### config.mk
export PLATFORM = sky130hd
export DESIGN_NAME = ncc_fifo
export DESIGN_NICKNAME = d
export VERILOG_FILES = /design/src/sv/ncc_fifo.sv
export SDC_FILE = /design/constraint.sdc
export NUM_CORES = 1
export LEC_CHECK = 0
export BUFFER_PORTS_ARGS = -buffer_cell sky130_fd_sc_hd__buf_2
export CAP_MARGIN = 0
export CELL_PAD_IN_SITES_DETAIL_PLACEMENT = 1
export CELL_PAD_IN_SITES_GLOBAL_PLACEMENT = 2
export CORE_MARGIN = 2
export CORE_UTILIZATION = 36
export CTS_CLUSTER_SIZE = 16
export DETAILED_ROUTE_END_ITERATION = 8
export PLACE_DENSITY_LB_ADDON = 0.3
export SYNTH_ARGS = -nofsm -noshare
export SYNTH_HDL_FRONTEND = slang
export SYNTH_SLANG_ARGS = --single-unit
### constraint.sdc
create_clock -name clock -period 1.7 [get_ports clock]
set_input_delay 0.085 -clock clock [delete_from_list [all_inputs] [get_ports clock]]
set_output_delay 0.085 -clock clock [all_outputs]
set_load 0.02 [all_outputs]
### src/sv/ncc_fifo.sv
// Two-entry queue of window sums between front and back.
`timescale 1ns / 1ps
`default_nettype none
module ncc_fifo #(
   parameter int WIDTH = 8
) (
   input  wire logic             clock,
   input  wire logic             reset,
   input  wire logic             push,
   input  wire logic [WIDTH-1:0] push_data,
   output logic                  full,
   input  wire logic             pop,
   output logic [WIDTH-1:0]      pop_data,
   output logic                  not_empty
);
   logic [WIDTH-1:0] mem_ff [2];
   logic [WIDTH-1:0] mem_in [2];
   logic             wptr_ff, wptr_in, rptr_ff, rptr_in;
   logic [1:0]       cnt_ff, cnt_in;

   always_comb begin
      mem_in = mem_ff;
      if (push) begin
         mem_in[wptr_ff] = push_data;
      end
      wptr_in = push ? !wptr_ff : wptr_ff;
      rptr_in = pop ? !rptr_ff : rptr_ff;
      cnt_in  = cnt_ff + {1'b0, push} - {1'b0, pop};
   end

   assign full      = cnt_ff == 2'd2;
   assign not_empty = cnt_ff != 2'd0;
   assign pop_data  = mem_ff[rptr_ff];

   always_ff @(posedge clock) begin
      mem_ff <= mem_in;
      if (reset) begin
         wptr_ff <= 1'b0;
         rptr_ff <= 1'b0;
         cnt_ff  <= 2'd0;
      end else begin
         wptr_ff <= wptr_in;
         rptr_ff <= rptr_in;
         cnt_ff  <= cnt_in;
      end
   end
endmodule
`default_nettype wire

==> results.cfg <==
[logic_synthesis]
ys_warn_count = 0
yosysTopAreaCell = edfxtp_1
synthCells = 44
yosys.area_share.adder_pct = 3.236
synth-compound-area-share_pct = 0
ys_types = 12
synth-xor-area-share_pct = 5.178
yosys.area_share.simple_pct = 5.502
avgSynthCellArea_um2 = 17.57
seq_area_frac_synth_pct = 72.49
synth.area.top_cells = edfxtp_1, mux2_1, dfxtp_1, ha_1, xnor3_1
synthMuxAreaShare_pct = 11.65
yosysTopAreaCellShare_pct = 62.14
synth_nets = 58
synth_area_um2 = 773.2
synth_top_family_by_area = multiplexers
ys_ff_latch = 20

[worst_setup_path]
cp.arrival_ps = 1420
startpoint_type = flop
criticalPathCategory = flop to output pin
timing.rr.end = cnt_ff[1]
r2r.worst_path.cells = 6
critical_path.max_fanout = 9
worstPathRequired_ps = 1620
cp-end-kind = output pin
reg2reg_slack_ps = 520
reg2reg_from = cnt_ff[0]

[final_layout]
fill_cells = 215
drive_gt1_share_pct = 33.33
multiInputGateArea_um2 = 197.7
seq_area_um2 = 560.5
fin_cells = 105
final_common_cell = buf_2
area_growth_pct = 34.30
n_antenna_cell = 0
layout_common_cells = buf_2, edfxtp_1, dlygate4sd3_1
fin_nets = 93

[clock_tree]
clockBufferDepth = 2
cts_buffers = 3
cts_setup_buffers = 0
clk_pin_slew_ps = 110
cts_sinks = 20
cts-root-buf = clkbuf_4
clock_latency_ps = 290
cts_tree = built
htreeDepth = 1

[grt]
grt_max_degree = 12
grt.overflow.total = 0
antenna_found_initial = 0
grt_use_total_pct = 12.40
first_global_vias = 486
grt_pass1_wl_um = 2208

[place]
routabilityCongestion = 0.6598
hpwl_um = 939.8
place_inst = 92
pre_cts_ws_ps = 498.3
io_buffers = 21

[power_and_ir_drop]
switching_share_pct = 24.27
p_total_mw = 1.061
power.switching_mw = 0.2576
leakagePower_nw = 0.4215
power_density_nw_per_um2 = 1022
p_seq_share_pct = 55.9
irDropWorstVdd_mv = 0.6081
power.share.clock_pct = 24.9
combPwrFrac_pct = 19.3
p_int_mw = 0.8036

[drt]
routedWlPerCell_um = 12.73
drc_errors = 0
drt_wl_total_um = 1337
dr_total_vias = 465
postRouteAntennaNets = 0
viasPerCell = 4.429
drtIter0Drc = 7
dr.pass1.iters = 3

[min_path]
min_path_type = input port to flop
min-delay-start = pop
min_path_cells = 3
worstHoldEndpoint = rptr_ff

[floorplan]
die-width_um = 50.35
initial_core_util_pct = 38.63
die_h_um = 50.35
pin_count = 22
num_rows = 16
core_area_um2 = 2002
dieArea_um2 = 2535

[timing]
tns_ps = 0
timing.hold.ws_ps = 48.92
setup_violations = 0
slew_viol_final = 0
period_minus_slack_ps = 1508
setup_slack_ps = 191.8
tightest_slew_ps = 411.9
max_freq_ghz = 0.6631
skew_ps = 6.092
slew_headroom_pct = 72.50
finalCritPeriodShare_pct = 88.72
hold_viol_final = 0
rsz0062_at_grt = no

[flow_run]
drv_cap = 0

[status]
status = finished clean
[worst max path at each step]
| stage | startpoint | end | slack [ps] | cells past startpoint |
|---|---|---|---|---|
| after floorplan | cnt_ff[0] | cnt_ff[1] | 570 | 6 |
| after global placement | rptr_ff | pop_data[5] | 500 | 2 |
| after detailed placement | rptr_ff | pop_data[4] | 500 | 2 |
| after CTS | rptr_ff | pop_data[4] | 160 | 2 |
| after global routing | rptr_ff | pop_data[4] | 90 | 2 |
| final | rptr_ff | pop_data[4] | 190 | 2 |
[sequential cells by signal, indices dropped and copies added, names as in the netlist]
register	flops
cnt_ff	2
mem_ff	16
rptr_ff	1
wptr_ff	1
[worst max-delay path: stages (launching register included)]
cell and delay (ps):
dfxtp_1 590, mux2_1 380, buf_2 160
[per-layer routing]
| layer | GRT usage [%] | share of wire [%] | up-vias |
|---|---|---|---|
| met4 | 6.757 | 2.2 | 0 |
| met1 | 13.57 | 42 | 221 |
| li1 | - | - | 225 |
| met3 | 2.679 | 3.9 | 4 |
| met2 | 22.15 | 52 | 15 |
| met5 | 0 | 0 | - |
[layout make-up]
type / count / area share [%]
inverter: 2 / 0.7229
tap: 27 / 3.253
timing repair buffer: 31 / 19.52
sequential: 20 / 53.98
clock buffer: 4 / 3.494
multi-input combinational: 21 / 19.04
[timing repair]
| item | CTS | global route |
|---|---|---|
| hold buffers | 9 | 0 |
| resized for setup | 0 | 0 |
| hold endpoints to repair | 19 | 0 |
[cell usage after synthesis]
| library cell | instances |
|---|---|
| dfxtp_1 | 4 |
| nor2_1 | 3 |
| edfxtp_1 | 16 |
| mux2_1 | 8 |
| buf_4 | 1 |
| ha_1 | 2 |
| xnor3_1 | 1 |
| xnor2_1 | 2 |
| inv_1 | 2 |
| and2_1 | 1 |
| or2_1 | 1 |
| nor2b_1 | 3 |
[kinds of logic after synthesis]
kind of cell,Yosys count
flops,20
mux,8
simple gates,8
xor+xnor,3
buf+inv,3
fa+ha+maj,2
[through the flow]
step	cell area [µm²]	utilization, %
6_report	1039	51.88
5_1_grt	1039	51.88
4_1_cts	1039	51.88
3_5_place_dp	912.1	45.56
3_3_place_gp	912.1	45.56
2_1_floorplan	773.2	-
[power groups by stage]
stage,logic (mW),clock network (mW),registers [mW]
after floorplan,0.137,0,0.592
after global placement,0.189,0,0.603
after detailed placement,0.191,0,0.606
after CTS,0.208,0.270,0.595
after global routing,0.226,0.288,0.599
final,0.205,0.264,0.593
Power figures use the tool's default switching activity.
