==> src/sv/ncc_pkg.sv <==
// Shared types and constants for the NCC window matching cost block.
`timescale 1ns / 1ps
`default_nettype none
package ncc_pkg;

   localparam logic [7:0] COST_FLAT = 8'd255;
   localparam logic [7:0] COST_MID  = 8'd128;
   localparam logic [7:0] T_NEG_MAX = 8'd127;
   localparam int         A_SHIFT   = 14;

   typedef enum logic [2:0] {
      B_IDLE,
      B_MUL,
      B_DIFF,
      B_PROD,
      B_SRCH,
      B_DONE
   } back_state_type;

endpackage
`default_nettype wire

==> src/sv/ncc_if.sv <==
// Valid/ready channel interfaces for pixel pairs and cost results.
`timescale 1ns / 1ps
`default_nettype none


interface ncc_rsp_if;
   logic       valid;
   logic       ready;
   logic [7:0] cost;
   logic       flat_window;
   modport source (output valid, cost, flat_window, input ready);
   modport sink   (input valid, cost, flat_window, output ready);
endinterface
`default_nettype wire

==> src/sv/ncc_back.sv <==
// Back end: variances, covariance, exact cost search and result register.
`timescale 1ns / 1ps
`default_nettype none
module ncc_back #(
   parameter int CW = 4,
   parameter int SW = 12,
   parameter int QW = 20
) (
   input  wire logic     clock,
   input  wire logic     reset,
   input  wire logic     q_valid,
   output logic          q_pop,
   input  wire logic [CW-1:0] n_in,
   input  wire logic [SW-1:0] sr_in,
   input  wire logic [SW-1:0] sm_in,
   input  wire logic [QW-1:0] srr_in,
   input  wire logic [QW-1:0] smm_in,
   input  wire logic [QW-1:0] sx_in,
   ncc_rsp_if.source     rsp_bus
);
   localparam int VW = CW + QW;
   localparam int PW = 2 * VW;
   localparam int AW = PW + 16;

   ncc_pkg::back_state_type st_ff, st_in;

   logic [CW-1:0] n_ff;
   logic [SW-1:0] sr_ff, sm_ff;
   logic [QW-1:0] srr_ff, smm_ff, sx_ff;
   logic [VW-1:0] nrr_ff, rr_ff, nmm_ff, mm_ff, nx_ff, rm_ff;
   logic [VW-1:0] vr_ff, vm_ff, mag_ff;
   logic          neg_ff, zero_ff;
   logic [AW-1:0] p_ff, a2_ff, acc_ff, inc_ff;
   logic [7:0]    t_ff;
   logic [7:0]    cost_ff, cost_in;
   logic          flat_ff, flat_in;
   logic [AW-1:0] acc_nx, pp, a2_w;
   logic          flat_w, hit_pos, stop_neg, srch_done, load_out;

   assign pp      = AW'(vr_ff * vm_ff);
   assign a2_w    = AW'(mag_ff * mag_ff) << ncc_pkg::A_SHIFT;
   assign flat_w  = (vr_ff == '0) || (vm_ff == '0);
   assign acc_nx  = acc_ff + inc_ff;
   assign hit_pos = acc_ff >= a2_ff;
   assign stop_neg = (t_ff == ncc_pkg::T_NEG_MAX) || (acc_nx > a2_ff);
   assign srch_done = neg_ff ? stop_neg : hit_pos;

   always_comb begin
      st_in = st_ff;
      case (st_ff)
         ncc_pkg::B_IDLE: if (q_valid) st_in = ncc_pkg::B_MUL;
         ncc_pkg::B_MUL:  st_in = ncc_pkg::B_DIFF;
         ncc_pkg::B_DIFF: st_in = ncc_pkg::B_PROD;
         ncc_pkg::B_PROD: st_in = (flat_w || zero_ff) ? ncc_pkg::B_DONE : ncc_pkg::B_SRCH;
         ncc_pkg::B_SRCH: if (srch_done) st_in = ncc_pkg::B_DONE;
         ncc_pkg::B_DONE: if (rsp_bus.ready) st_in = ncc_pkg::B_IDLE;
         default:         st_in = ncc_pkg::B_IDLE;
      endcase
   end

   always_comb begin
      q_pop    = 1'b0;
      load_out = 1'b0;
      cost_in  = cost_ff;
      flat_in  = flat_ff;
      case (st_ff)
         ncc_pkg::B_IDLE: q_pop = q_valid;
         ncc_pkg::B_PROD: begin
            load_out = flat_w || zero_ff;
            cost_in  = flat_w ? ncc_pkg::COST_FLAT : ncc_pkg::COST_MID;
            flat_in  = flat_w;
         end
         ncc_pkg::B_SRCH: begin
            load_out = srch_done;
            cost_in  = neg_ff ? ncc_pkg::COST_MID + t_ff : ncc_pkg::COST_MID - t_ff;
            flat_in  = 1'b0;
         end
         default: load_out = 1'b0;
      endcase
   end

   assign rsp_bus.valid       = st_ff == ncc_pkg::B_DONE;
   assign rsp_bus.cost        = cost_ff;
   assign rsp_bus.flat_window = flat_ff;

   always_ff @(posedge clock) begin
      if (reset) begin
         st_ff <= ncc_pkg::B_IDLE;
      end else begin
         st_ff <= st_in;
      end
      if (q_pop) begin
         n_ff   <= n_in;
         sr_ff  <= sr_in;
         sm_ff  <= sm_in;
         srr_ff <= srr_in;
         smm_ff <= smm_in;
         sx_ff  <= sx_in;
      end
      if (st_ff == ncc_pkg::B_MUL) begin
         nrr_ff <= VW'(n_ff * srr_ff);
         nmm_ff <= VW'(n_ff * smm_ff);
         nx_ff  <= VW'(n_ff * sx_ff);
         rr_ff  <= VW'(sr_ff * sr_ff);
         mm_ff  <= VW'(sm_ff * sm_ff);
         rm_ff  <= VW'(sr_ff * sm_ff);
      end
      if (st_ff == ncc_pkg::B_DIFF) begin
         vr_ff   <= nrr_ff - rr_ff;
         vm_ff   <= nmm_ff - mm_ff;
         neg_ff  <= nx_ff < rm_ff;
         zero_ff <= nx_ff == rm_ff;
         mag_ff  <= (nx_ff < rm_ff) ? rm_ff - nx_ff : nx_ff - rm_ff;
      end
      if (st_ff == ncc_pkg::B_PROD) begin
         p_ff   <= pp;
         a2_ff  <= a2_w;
         acc_ff <= '0;
         inc_ff <= pp;
         t_ff   <= '0;
      end
      if (st_ff == ncc_pkg::B_SRCH && !srch_done) begin
         acc_ff <= acc_nx;
         inc_ff <= inc_ff + (p_ff << 1);
         t_ff   <= t_ff + 8'd1;
      end
      if (load_out) begin
         cost_ff <= cost_in;
         flat_ff <= flat_in;
      end
   end
endmodule
`default_nettype wire

==> src/flat_wrapper.sv <==
// flat-port wrapper written by rule: the top's interface ports become plain ports
module ncc_back_flat 
#(
   parameter int CW = 4,
   parameter int SW = 12,
   parameter int QW = 20
)
  (clock, reset, q_valid, q_pop, n_in, sr_in, sm_in, srr_in, smm_in, sx_in, rsp_bus_valid, rsp_bus_cost, rsp_bus_flat_window, rsp_bus_ready);
  ncc_rsp_if rsp_bus_i ();
  input  wire logic clock;
  input  wire logic reset;
  input  wire logic q_valid;
  output logic q_pop;
  input  wire logic [CW-1:0] n_in;
  input  wire logic [SW-1:0] sr_in;
  input  wire logic [SW-1:0] sm_in;
  input  wire logic [QW-1:0] srr_in;
  input  wire logic [QW-1:0] smm_in;
  input  wire logic [QW-1:0] sx_in;
  output wire logic [$bits(rsp_bus_i.valid)-1:0] rsp_bus_valid;
  output wire logic [$bits(rsp_bus_i.cost)-1:0] rsp_bus_cost;
  output wire logic [$bits(rsp_bus_i.flat_window)-1:0] rsp_bus_flat_window;
  input wire logic [$bits(rsp_bus_i.ready)-1:0] rsp_bus_ready;
  assign rsp_bus_valid = rsp_bus_i.valid;
  assign rsp_bus_cost = rsp_bus_i.cost;
  assign rsp_bus_flat_window = rsp_bus_i.flat_window;
  assign rsp_bus_i.ready = rsp_bus_ready;
  ncc_back #(.CW(CW), .SW(SW), .QW(QW)) u_core (.clock(clock), .reset(reset), .q_valid(q_valid), .q_pop(q_pop), .n_in(n_in), .sr_in(sr_in), .sm_in(sm_in), .srr_in(srr_in), .smm_in(smm_in), .sx_in(sx_in), .rsp_bus(rsp_bus_i));
endmodule
==> config.mk <==
export PLATFORM = sky130hd
export DESIGN_NAME = ncc_back_flat
export DESIGN_NICKNAME = d
export VERILOG_FILES = /design/src/sv/ncc_pkg.sv /design/src/sv/ncc_if.sv /design/src/sv/ncc_back.sv /design/src/flat_wrapper.sv
export SDC_FILE = /design/constraint.sdc
export NUM_CORES = 2
export LEC_CHECK = 0
export BUFFER_PORTS_ARGS = -buffer_cell sky130_fd_sc_hd__buf_2
export CORE_MARGIN = 5
export CORE_UTILIZATION = 50
export CTS_BUF_LIST = sky130_fd_sc_hd__clkbuf_8 sky130_fd_sc_hd__clkbuf_16
export CTS_CLUSTER_SIZE = 28
export DETAILED_ROUTE_END_ITERATION = 12
export PLACE_DENSITY = 0.7
export SETUP_SLACK_MARGIN = 0.4
export SLEW_MARGIN = 20
export SYNTH_ARGS = -nofsm -noshare
export SYNTH_HDL_FRONTEND = slang
export SYNTH_SLANG_ARGS = --single-unit
==> constraint.sdc <==
create_clock -name clock -period 11.7 [get_ports clock]
set_input_delay 1.17 -clock clock [delete_from_list [all_inputs] [get_ports clock]]
set_output_delay 1.17 -clock clock [all_outputs]
set_load 0.01 [all_outputs]
==> impl_metrics.json <==
{
  "avgSynthCellArea_sq_um": 9.68,
  "dieArea_sq_mm": 0.176,
  "area_growth_pct": 6.32,
  "cts_tree": "done",
  "worstRegToRegCells": 26,
  "fmax_mhz": 115,
  "async_flop_share_pct": 0,
  "synth.distinct_cells": 80,
  "drive_gt1_share_pct": 4.54,
  "timing.final.ws_setup_ps": 3000,
  "gp_congestion": 0.920,
  "cpPeakStageDelay_ps": 1010,
  "regToRegEndpoint": "u_core.a2_ff[61]",
  "r2r_setup_slack_ps": 3000,
  "reg2reg_from": "u_core.mag_ff[5]",
  "dieWidth_um": 419,
  "antenna_found_initial": 2,
  "syn-num-nets": 10900,
  "core_area_sq_mm": 0.167,
  "synth_edf_count": 544,
  "clk_path_buf_depth": 3,
  "via_per_inst": 5.42,
  "grt-ovfl-total": 0,
  "min_to": "u_core.nmm_ff[0]",
  "clkSlewWorstSetupHoldPaths_ps": 80,
  "ys_warn_count": 0,
  "finalHoldViolations": 0,
  "cts.sinks": 547,
  "drcViolationCount": 0,
  "start_kind": "flip-flop",
  "vias": 59000,
  "dp_hpwl_mm": 152,
  "cap_viol_max_count": 0,
  "path_max_fanout": 24,
  "critical_path.most_common_cell": "fa_1",
  "start_util_pct": 50.2,
  "cts_root_buf": "clkbuf_16",
  "cp_slowest_cell": "edfxtp_1",
  "dp.cells": 10800,
  "grt_usage_pct": 22.6,
  "status": "finished, final reports clean",
  "ys_ff_latch": 547,
  "instances_no_fill": 10900,
  "placed_area_sq_mm": 0.0866,
  "io_buffers": 102,
  "io_pins": 103,
  "place_ws_ps": 3080,
  "first_global_vias": 63800,
  "first_pass_iters": 5,
  "critPathArrivalTime_ps": 9110,
  "drt_iter0_drc": 3234,
  "cts_setup_buffers": 0,
  "final_cell_area_sq_mm": 0.0891,
  "holdCritPathClass": "reg2reg",
  "wl_per_cell_um": 17.7,
  "rows": 150,
  "cts_resized": 0,
  "crit_required_ps": 12110,
  "cts-buffers-inserted": 72,
  "setup_viol": 0,
  "slew_viol_final": 0,
  "syn_area_sq_mm": 0.0838,
  "synth_ff_type": "edfxtp_1",
  "drtAntennaViolNets": 0,
  "synth-seq-area-share_pct": 19.6,
  "cts_hold_buf": 0,
  "clkLatencyLatePin_ps": 680,
  "worst_pin_slew_ps": 1170,
  "fin_crit_ps": 8700,
  "finalCritPeriodShare_pct": 74.4,
  "min_from": "u_core.smm_ff[0]",
  "slew_headroom_pct": 22.1,
  "rsz0062_at_grt": "false",
  "grt_pass1_wl_mm": 323,
  "hold_path_depth": 1,
  "postSynthCellCount": 8658,
  "h-tree-depth": 3,
  "grt_start_max_net_pins": 136,
  "fin_skew_ps": 50.0,
  "fin_nets": 10900,
  "setup_tns_ps": 0,
  "path_class": "reg2reg",
  "die_h_um": 419,
  "totalWireLength_mm": 193,
  "cp-end-kind": "flip-flop"
}
[routing by layer]
layer	up-vias	track usage [%]	part of all wire [%]
li1	27400	-	-
met1	29700	29.3	42
met2	1559	39.2	49
met3	357	2.60	4.9
met4	0	8.21	3.8
met5	-	0	0
[critical path: cells and delay by family (launching register included)]
kind | cells | cell delay, ps
simple gates | 5 | 810
buf+inv | 3 | 150
xor+xnor | 1 | 140
flops | 1 | 1010
fa+ha+maj | 8 | 3880
compound gates | 9 | 2470
[worst max path at each step]
stage                  endpoint               from
2_1_floorplan  u_core.acc_ff[0]   u_core.inc_ff[1]
3_3_place_gp   u_core.a2_ff[61]   u_core.mag_ff[5]
3_5_place_dp   u_core.a2_ff[61]   u_core.mag_ff[5]
4_1_cts        u_core.a2_ff[61]   u_core.mag_ff[9]
5_1_grt        u_core.a2_ff[61]  u_core.mag_ff[11]
6_report       u_core.a2_ff[61]   u_core.mag_ff[5]
[kinds of logic (layout without fill, tap and decap cells)]
logic type	count (synthesis)	count (layout)	synth area share, %
other	0	2	0
adders and majority gates	2188	2188	44.1
AOI/OAI and AO/OA	1050	1050	8.12
muxes	70	70	1.04
xor gates and xnor gates	395	395	4.13
buffers and inverters	2081	2104	9.38
and+or+nand+nor	2327	2327	13.7
DFF	547	547	19.6
[stage by stage]
step                      hold slack, ps  utilization [%]
after floorplan                      513                -
after global placement               617             51.9
after detailed placement             613             51.9
after CTS                            589             53.4
after global routing                 614             53.4
final                                617             53.4
[cells in the mapped netlist, types with 46 or more instances]
master / instances / share of area (%)
o21a_1: 52 / 0.47
nor3_1: 67 / 0.40
xor2_1: 117 / 1.2
edfxtp_1: 544 / 19
nand2_1: 893 / 4.0
clkbuf_1: 270 / 1.2
fa_1: 1273 / 30
xnor2_1: 278 / 2.9
ha_1: 915 / 14
inv_1: 1797 / 8.1
o21bai_1: 48 / 0.43
nand2b_1: 47 / 0.35
a31oi_1: 46 / 0.34
nor2b_1: 72 / 0.54
a21oi_1: 329 / 2.0
nand3_1: 77 / 0.46
nor2_1: 297 / 1.3
a21o_1: 192 / 1.7
and3_1: 94 / 0.70
o21ai_0: 170 / 1.0
and2_1: 633 / 4.7
[cells in the final DEF (no fill, tap or decap), drive strengths merged, types with 173 or more instances in the layout]
master	instances
xnor2	278
o21ai	173
ha	915
a21o	192
and2	633
edfxtp	544
fa	1273
nand2	893
a21oi	330
buf	174
nor2	297
inv	1811
[sequential cells by signal, summed over array words and instances (netlist names), 24 cells and up]
name and cells:
u_core.rm_ff 24, u_core.inc_ff 64, u_core.nx_ff 24, u_core.a2_ff 47, u_core.nmm_ff 24, u_core.nrr_ff 24, u_core.vr_ff 24, u_core.mag_ff 24
u_core.p_ff 48, u_core.vm_ff 24, u_core.acc_ff 64
[layout make-up]
type | instances | area, sq um
diodes | 2 | 5.00
clock buffers | 73 | 1820
clock inverters | 59 | 668
fillers | 14600 | 77800
inverters | 1798 | 6750
multi-input cells | 6030 | 59600
flip-flops and latches | 547 | 16400
well taps | 2204 | 2760
repair buffers | 174 | 1080
Power is not shown: default switching activity piles up to over one toggle a cycle in this logic, so the estimate is an artifact.
