## src/sv/ncc_if.sv

```systemverilog
// Valid/ready channel interfaces for pixel pairs and cost results.
`timescale 1ns / 1ps
`default_nettype none
interface ncc_req_if;
   logic       valid;
   logic       ready;
   logic [7:0] ref_pixel;
   logic [7:0] match_pixel;
   logic       window_end;
   modport source (output valid, ref_pixel, match_pixel, window_end, input ready);
   modport sink   (input valid, ref_pixel, match_pixel, window_end, output ready);
endinterface

`default_nettype wire

```

## src/sv/ncc_front.sv

```systemverilog
// Front end: accumulates pair count and sums, hands a window off on its last word.
`timescale 1ns / 1ps
`default_nettype none
module ncc_front #(
   parameter int NPAIR = 9,
   parameter int CW    = 4,
   parameter int SW    = 12,
   parameter int QW    = 20
) (
   input  wire logic  clock,
   input  wire logic  reset,
   ncc_req_if.sink    req_bus,
   input  wire logic  q_full,
   output logic       q_push,
   output logic [CW-1:0] n_out,
   output logic [SW-1:0] sr_out,
   output logic [SW-1:0] sm_out,
   output logic [QW-1:0] srr_out,
   output logic [QW-1:0] smm_out,
   output logic [QW-1:0] sx_out
);
   logic [CW-1:0] cnt_ff, cnt_in;
   logic [SW-1:0] sr_ff, sr_in, sm_ff, sm_in;
   logic [QW-1:0] srr_ff, srr_in, smm_ff, smm_in, sx_ff, sx_in;
   logic          take, add;
   logic [CW-1:0] cnt_nx;
   logic [SW-1:0] sr_nx, sm_nx;
   logic [QW-1:0] srr_nx, smm_nx, sx_nx;
   logic [15:0]   rr, mm, rm;

   assign req_bus.ready = !q_full;
   assign take = req_bus.valid && !q_full;
   assign add  = cnt_ff < CW'(NPAIR);
   assign rr   = req_bus.ref_pixel * req_bus.ref_pixel;
   assign mm   = req_bus.match_pixel * req_bus.match_pixel;
   assign rm   = req_bus.ref_pixel * req_bus.match_pixel;

   always_comb begin
      cnt_nx = cnt_ff;
      sr_nx  = sr_ff;
      sm_nx  = sm_ff;
      srr_nx = srr_ff;
      smm_nx = smm_ff;
      sx_nx  = sx_ff;
      if (add) begin
         cnt_nx = cnt_ff + CW'(1);
         sr_nx  = sr_ff + SW'(req_bus.ref_pixel);
         sm_nx  = sm_ff + SW'(req_bus.match_pixel);
         srr_nx = srr_ff + QW'(rr);
         smm_nx = smm_ff + QW'(mm);
         sx_nx  = sx_ff + QW'(rm);
      end
      q_push = take && req_bus.window_end;
      cnt_in = cnt_ff;
      sr_in  = sr_ff;
      sm_in  = sm_ff;
      srr_in = srr_ff;
      smm_in = smm_ff;
      sx_in  = sx_ff;
      if (take) begin
         if (req_bus.window_end) begin
            cnt_in = '0;
            sr_in  = '0;
            sm_in  = '0;
            srr_in = '0;
            smm_in = '0;
            sx_in  = '0;
         end else begin
            cnt_in = cnt_nx;
            sr_in  = sr_nx;
            sm_in  = sm_nx;
            srr_in = srr_nx;
            smm_in = smm_nx;
            sx_in  = sx_nx;
         end
      end
   end

   assign n_out   = cnt_nx;
   assign sr_out  = sr_nx;
   assign sm_out  = sm_nx;
   assign srr_out = srr_nx;
   assign smm_out = smm_nx;
   assign sx_out  = sx_nx;

   always_ff @(posedge clock) begin
      if (reset) begin
         cnt_ff <= '0;
         sr_ff  <= '0;
         sm_ff  <= '0;
         srr_ff <= '0;
         smm_ff <= '0;
         sx_ff  <= '0;
      end else begin
         cnt_ff <= cnt_in;
         sr_ff  <= sr_in;
         sm_ff  <= sm_in;
         srr_ff <= srr_in;
         smm_ff <= smm_in;
         sx_ff  <= sx_in;
      end
   end
endmodule
`default_nettype wire

```

## src/flat_wrapper.sv

```systemverilog
// flat-port wrapper written by rule: the top's interface ports become plain ports
module ncc_front_flat 
#(
   parameter int NPAIR = 9,
   parameter int CW    = 4,
   parameter int SW    = 12,
   parameter int QW    = 20
)
  (clock, reset, q_full, q_push, n_out, sr_out, sm_out, srr_out, smm_out, sx_out, req_bus_valid, req_bus_ref_pixel, req_bus_match_pixel, req_bus_window_end, req_bus_ready);
  ncc_req_if req_bus_i ();
  input  wire logic clock;
  input  wire logic reset;
  input  wire logic q_full;
  output logic q_push;
  output logic [CW-1:0] n_out;
  output logic [SW-1:0] sr_out;
  output logic [SW-1:0] sm_out;
  output logic [QW-1:0] srr_out;
  output logic [QW-1:0] smm_out;
  output logic [QW-1:0] sx_out;
  input wire logic [$bits(req_bus_i.valid)-1:0] req_bus_valid;
  input wire logic [$bits(req_bus_i.ref_pixel)-1:0] req_bus_ref_pixel;
  input wire logic [$bits(req_bus_i.match_pixel)-1:0] req_bus_match_pixel;
  input wire logic [$bits(req_bus_i.window_end)-1:0] req_bus_window_end;
  output wire logic [$bits(req_bus_i.ready)-1:0] req_bus_ready;
  assign req_bus_i.valid = req_bus_valid;
  assign req_bus_i.ref_pixel = req_bus_ref_pixel;
  assign req_bus_i.match_pixel = req_bus_match_pixel;
  assign req_bus_i.window_end = req_bus_window_end;
  assign req_bus_ready = req_bus_i.ready;
  ncc_front #(.NPAIR(NPAIR), .CW(CW), .SW(SW), .QW(QW)) u_core (.clock(clock), .reset(reset), .req_bus(req_bus_i), .q_full(q_full), .q_push(q_push), .n_out(n_out), .sr_out(sr_out), .sm_out(sm_out), .srr_out(srr_out), .smm_out(smm_out), .sx_out(sx_out));
endmodule
```

## config.mk

```make
export PLATFORM = sky130hd
export DESIGN_NAME = ncc_front_flat
export DESIGN_NICKNAME = d
export VERILOG_FILES = /design/src/sv/ncc_if.sv /design/src/sv/ncc_front.sv /design/src/flat_wrapper.sv
export SDC_FILE = /design/constraint.sdc
export NUM_CORES = 1
export LEC_CHECK = 0
export ABC_CLOCK_PERIOD_IN_PS = 4800
export BUFFER_PORTS_ARGS = -buffer_cell sky130_fd_sc_hd__buf_2
export CAP_MARGIN = 20
export CORE_ASPECT_RATIO = 1.25
export CORE_UTILIZATION = 50
export CTS_CLUSTER_DIAMETER = 80
export DETAILED_ROUTE_END_ITERATION = 10
export PLACE_DENSITY = 0.72
export SLEW_MARGIN = 20
export SYNTH_ARGS = -nofsm -noshare
export SYNTH_HDL_FRONTEND = slang
export SYNTH_SLANG_ARGS = --single-unit
```

## constraint.sdc

```tcl
create_clock -name clock -period 4.8 [get_ports clock]
set_input_delay 0.24 -clock clock [delete_from_list [all_inputs] [get_ports clock]]
set_output_delay 0.24 -clock clock [all_outputs]
set_load 0.1 [all_outputs]
```

==> flow_summary.yaml, run 1 <==
timing:
  rsz0062_at_grt: "true"
  fin_hold_ws_ps: 288
  finClkSkew_ps: 7.90
  final.period_utilization_pct: 103
  finalHoldViolCount: 0
  worst_pin_slew_ps: 878
  finalCriticalPeriod_ps: 4960
  setup_ws_ps: -157
  slew_headroom_pct: 40.7
  finalMaxSlewViolations: 0
  fmax_ghz: 0.202
  setup_viol: 17
floorplan:
  die_area_um2: 24700
  coreArea_um2: 23600
  die_h_um: 175
  placementRows: 63
  fp.dieW_um: 141
  start_util_pct: 50.9
  ios: 111
critical_path:
  rr_startpoint: "u_core.smm_ff[7]"
  critical_path.endpoint: "sx_out[18]"
  r2r.worst_path.cells: 20
  worstSetupEndpointType: "primary output"
  cp.required_ps: 4560
  crit_type: "flip-flop to primary output"
  path_max_fanout: 4
  cp-startpoint: "u_core.sx_ff[7]"
  critPathArrivalTime_ps: 4720
  critPathLaunchType: "flip-flop"
  r2r_end: "u_core.smm_ff[15]"
  regToRegSetupSlack_ps: 120
yosys:
  synth_seq_cells: 88
  yosysSeqAreaShare_pct: 14.6
  async_reset_ff_share_pct: 0
  synth_nets: 1771
  syn-instance-count: 1477
  syn_avg_cell_area_um2: 8.15
  synth_warnings: 0
  synth_flop_cell: "dfxtp_1"
  syn_area_um2: 12000
  synth_cell_types: 65
  synth-edff-count: 0
global_routing:
  grtUsageTotal_pct: 27.5
  grt_pass1_vias: 11058
  grt_overflow: 0
  grt_pass1_wl_um: 53500
  grt_max_degree: 49
  antenna_found_initial: 0
cts:
  cts_buffers: 9
  cts_tree: "built"
  clk_pin_slew_ps: 80
  ctsHtreeMaxLevel: 3
  cts.path.max_buffers: 2
  clockRootBuffer: "clkbuf_16"
  cts_hold_buf: 0
  clk-insertion-delay-late_ps: 370
  cts.sinks: 88
detailed_routing:
  drt_iter0_drc: 664
  vias_per_cell: 5.46
  drcViolationCount: 0
  drt-pass1-iter-count: 5
  vias: 10856
  drt_wl_total_um: 33300
  ant_nets: 0
  avgRoutedWirePerCell_um: 16.8
place:
  gp_congestion: 0.903
  place_hpwl_um: 24500
  io_buffers: 110
  dp_slack_ps: -212
  dp.cells: 1948
final_layout:
  syn_to_final_growth_pct: 31.7
  drive_above_1_share_pct: 26.8
  final_cells: 1989
  antenna_cells: 0
  nNetsFinal: 1986
run_status:
  status: "finished, violations left"
  violations: "negative setup slack"
job:
  drv_cap: 0
worst_hold_path:
  hold_class: "input port to flip-flop"
-- cell usage in the layout (no fill, tap or decap), types with 10 or more instances in the layout --
| cell type | count |
|---|---|
| a21o_1 | 23 |
| a21oi_1 | 41 |
| a21oi_2 | 11 |
| a22o_1 | 27 |
| a22oi_1 | 32 |
| and2_1 | 68 |
| buf_12 | 42 |
| buf_2 | 54 |
| buf_4 | 147 |
| buf_6 | 16 |
| dfxtp_1 | 78 |
| dfxtp_2 | 10 |
| fa_1 | 116 |
| fa_2 | 10 |
| ha_1 | 127 |
| ha_4 | 19 |
| inv_1 | 241 |
| inv_2 | 23 |
| mux2_4 | 12 |
| nand2_1 | 183 |
| nand2_2 | 10 |
| nand3_1 | 11 |
| nor2_1 | 87 |
| o21ai_0 | 34 |
| o21ai_1 | 13 |
| xnor2_1 | 41 |
| xor2_1 | 19 |
-- repair_timing --
action | 4_1_cts | 5_1_grt
pin swaps | 72 | 72
endpoints found under the setup margin | 31 | 33
buffers inserted | 18 | 9
hold endpoints to repair | 0 | 0
gates resized for setup | 88 | 99
-- layout make-up --
type                       count  area (um^2)
multi-input combinational   1066         9980
fill                        1852         7790
timing repair buffer         263         2440
sequential                    88         1770
inverter                     264          991
tap                          292          365
clock buffer                   9          225
clock inverter                 7         81.3
-- layer usage --
metal	track usage [%]	share of wire, %	up-vias
met5	0	0	-
met1	34.5	42	5248
met4	12.4	3.8	0
met3	3.74	5.0	80
li1	-	-	5205
met2	46.8	49	323
-- worst min path at each step --
| stage | startpoint | to | slack (ps) | cells past startpoint |
|---|---|---|---|---|
| 4_1_cts | req_bus_window_end | u_core.sr_ff[9] | 270 | 3 |
| 2_1_floorplan | u_core.sx_ff[13] | u_core.sx_ff[13] | 440 | 1 |
| 6_report | req_bus_window_end | u_core.sr_ff[9] | 290 | 3 |
| 5_1_grt | req_bus_window_end | u_core.sr_ff[9] | 290 | 3 |
| 3_3_place_gp | u_core.sx_ff[13] | u_core.sx_ff[13] | 460 | 1 |
| 3_5_place_dp | u_core.sx_ff[14] | u_core.sx_ff[14] | 460 | 1 |
-- state kept, by name, summed over array words and instances (netlist names) --
signal         cells
u_core.cnt_ff      4
u_core.sm_ff      12
u_core.smm_ff     20
u_core.sr_ff      12
u_core.srr_ff     20
u_core.sx_ff      20
-- Yosys cell counts, types with 4 or more instances --
| library cell | instances | area, um^2 |
|---|---|---|
| buf_2 | 4 | 20.0 |
| a21o_1 | 23 | 173 |
| mux2_2 | 16 | 180 |
| o21ai_1 | 10 | 50.1 |
| inv_1 | 264 | 991 |
| and3_1 | 7 | 43.8 |
| xor2_1 | 20 | 175 |
| or3_1 | 8 | 50.1 |
| a211o_1 | 4 | 35.0 |
| a21oi_1 | 54 | 270 |
| and2_1 | 73 | 457 |
| nand3_1 | 13 | 65.1 |
| xnor2_1 | 57 | 499 |
| o31ai_1 | 5 | 37.5 |
| nor3_1 | 6 | 30.0 |
| dfxtp_1 | 88 | 1760 |
| a22o_1 | 27 | 236 |
| clkbuf_1 | 51 | 191 |
| nand2_1 | 194 | 728 |
| a22oi_1 | 32 | 240 |
| o21a_1 | 8 | 60.1 |
| o21bai_1 | 6 | 45.0 |
| a32oi_1 | 4 | 35.0 |
| o211ai_1 | 5 | 37.5 |
| o21ai_0 | 47 | 235 |
| a31oi_1 | 9 | 56.3 |
| nand2b_1 | 9 | 56.3 |
| nor2_1 | 97 | 364 |
| nor2b_1 | 9 | 56.3 |
| nand4b_1 | 4 | 35.0 |
| fa_1 | 126 | 2520 |
| ha_1 | 147 | 1840 |
-- per-stage QoR --
stage	TNS [ps]	area [um^2]	util [%]
CTS	-971	15400	65.0
global route	-4870	15900	67.0
detailed placement	-3290	14600	61.7
floorplan	-10.9	12300	-
finish	-1370	15900	67.0
global placement	-1760	14600	61.7
-- cells by family (layout without fill, tap and decap cells) --
kind of cell | after synthesis | in the layout | share of synthesized area, %
buffers and inverters | 323 | 543 | 10.1
AND/OR/NAND/NOR | 427 | 427 | 16.1
AO/OA/AOI/OAI | 271 | 271 | 15.7
XOR/XNOR | 77 | 77 | 5.60
adder cells (fa/ha/maj) | 273 | 273 | 36.2
flip-flops | 88 | 88 | 14.6
multiplexers | 18 | 18 | 1.66
-- worst max-delay path: stages (launching register included) --
cell and delay (ps):
dfxtp_2 340, inv_2 40, fa_1 480, inv_1 50, fa_1 450, fa_1 490
inv_1 50, fa_1 520, inv_2 50, ha_4 220, a21o_1 200, a31o_4 240
o211ai_1 170, o211ai_1 220, o311ai_4 460, xnor2_4 170, buf_12 190
Power of run 1 is left out: the tool's default activity adds up to more than one toggle a clock period on the data nets, which glitch-free logic cannot reach.
==> run 2: changes to the inputs <==
Settings changed: CORE_MARGIN set to 2.
==> run 2 against run 1 <==
Effect of this change: the run still ends with negative setup slack left; critical path depth up 1; cell area up 0.50%; sequential share of layout area down 0.063 points; first-iteration DRC count down 8.6%; highest routed layer unchanged; core utilization up 0.11 points.
==> flow_summary.yaml, run 2 (synthesis results as in run 1) <==
critical_path:
  critPathLaunchType: "flip-flop"
  path_common_cell: "fa_1"
  worstSetupEndpointType: "primary output"
  cp.required_ps: 4560
  cp_num_buf_inv: 5
  path_max_fanout: 4
  max_stage_delay_ps: 530
  crit_type: "flip-flop to primary output"
  slowest_stage: "fa_1"
  path_delay_family: "adder cells"
  critPathArrivalTime_ps: 4840
  worstPathCellList: "inv_2 > fa_1 > inv_1 > fa_1 > fa_1 > inv_1 > fa_1 > inv_2 > ha_4 > a21o_1 > a221o_1 > a41oi_4 > nand2b_1 > a21oi_2 > xnor2_2 > mux2_4 > buf_12"
cts:
  cts.sinks: 88
  clk_pin_slew_ps: 70
  ctsHtreeMaxLevel: 3
  cts_hold_buf: 0
  clockRootBuffer: "clkbuf_16"
  cts_buffers: 9
  clk-insertion-delay-late_ps: 370
  cts.path.max_buffers: 2
  cts_tree: "built"
floorplan:
  fp.dieW_um: 143
  placementRows: 63
  ios: 111
  die_h_um: 177
  coreArea_um2: 23700
  start_util_pct: 50.7
  die_area_um2: 25300
global_routing:
  grtUsageTotal_pct: 26.8
  antenna_found_initial: 0
  grt_max_degree: 49
  grt_overflow: 0
  grt_pass1_vias: 11192
  grt_pass1_wl_um: 54300
timing:
  final.period_utilization_pct: 106
  finClkSkew_ps: 11.2
  slew_headroom_pct: 26.6
  setup_viol: 20
  rsz0062_at_grt: "true"
  finalCriticalPeriod_ps: 5080
  fin_hold_ws_ps: 349
  worst_pin_slew_ps: 1100
  finalMaxSlewViolations: 0
  fmax_ghz: 0.197
  setup_ws_ps: -281
  finalHoldViolCount: 0
  tns_ps: -2370
job:
  drv_cap: 0
final_layout:
  nNetsFinal: 1982
  final_common_cell: "inv_1"
  drive_above_1_share_pct: 26.3
  antenna_cells: 0
  final_cell_mix: "inv_1 (245), nand2_1 (183), buf_4 (137)"
  fin_util_pct: 67.2
  top_regs: "u_core.smm_ff x20, u_core.srr_ff x20, u_core.sx_ff x20"
  syn_to_final_growth_pct: 32.3
detailed_routing:
  drt_iter0_drc: 607
  drcViolationCount: 0
  vias_per_cell: 5.47
  avgRoutedWirePerCell_um: 16.9
  ant_nets: 0
  vias: 11039
  drt-pass1-iter-count: 5
  drt_wl_total_um: 34100
run_status:
  violations: "negative setup slack"
  status: "finished, violations left"
place:
  place_hpwl_um: 24700
  dp_slack_ps: -250
  io_buffers: 110
  gp_congestion: 0.907
worst_hold_path:
  hold_class: "input port to flip-flop"
==> run 2: changes by cell type in the layout (fill, tap and decap cells not counted), moves of 3 or more <==
| cell | previous run | this run |
|---|---|---|
| buf_4 | 147 | 137 |
| inv_2 | 23 | 19 |
| nor2_2 | 9 | 6 |
| buf_6 | 16 | 21 |
| inv_1 | 241 | 245 |
| ha_4 | 19 | 16 |
==> run 2: cell type report <==
type	instances	area (um^2)
Fill cell	1828	7790
Clock buffer	9	225
Inverter	264	991
Clock inverter	7	85.1
Sequential cell	88	1770
Timing Repair Buffer	259	2430
Multi-Input combinational cell	1066	10000
Tap cell	325	407
==> run 2: repair_timing <==
item,in CTS,in global routing
pin swaps,66,70
buffers inserted,21,9
hold endpoints to repair,0,0
gates cloned,0,0
resized for setup,96,97
setup endpoints to repair,32,33
==> run 2: worst register-to-register path: stages, from the launching register on <==
cell and delay [ps]:
dfxtp_2 350, inv_2 50, fa_1 500, inv_1 60, fa_1 460, fa_1 530
inv_2 40, fa_1 490, inv_2 50, ha_4 310, nand2_4 70, o41ai_4 470
a41o_1 290, buf_4 140, a41oi_4 130, buf_4 180, or3_1 330, o21ai_1 80
==> run 2: final timing paths <==
kind	startpoint	end	slack, ps	cells past startpoint
worst max-delay path	u_core.sx_ff[7]	sx_out[15]	-280	17
worst min-delay path	req_bus_window_end	u_core.sr_ff[9]	350	3
worst max register to register	u_core.smm_ff[7]	u_core.smm_ff[18]	210	17
worst min register to register	u_core.smm_ff[13]	u_core.smm_ff[13]	470	2
==> run 2: per-stage QoR <==
step,std cells,instance area [um^2]
after floorplan,1477,12300
after global placement,1973,14600
after detailed placement,1973,14600
after CTS,2010,15400
after global routing,2018,15900
final,2018,15900
==> run 2: metal layers <==
| metal | routed length (um) | GRT usage, % | up-vias |
|---|---|---|---|
| met2 | 17500 | 48.0 | 344 |
| li1 | - | - | 5198 |
| met4 | 1070 | 7.76 | 0 |
| met3 | 1610 | 3.08 | 83 |
| met1 | 14000 | 33.9 | 5414 |
| met5 | 0 | 0 | - |
Power of run 2 is left out for the same reason.
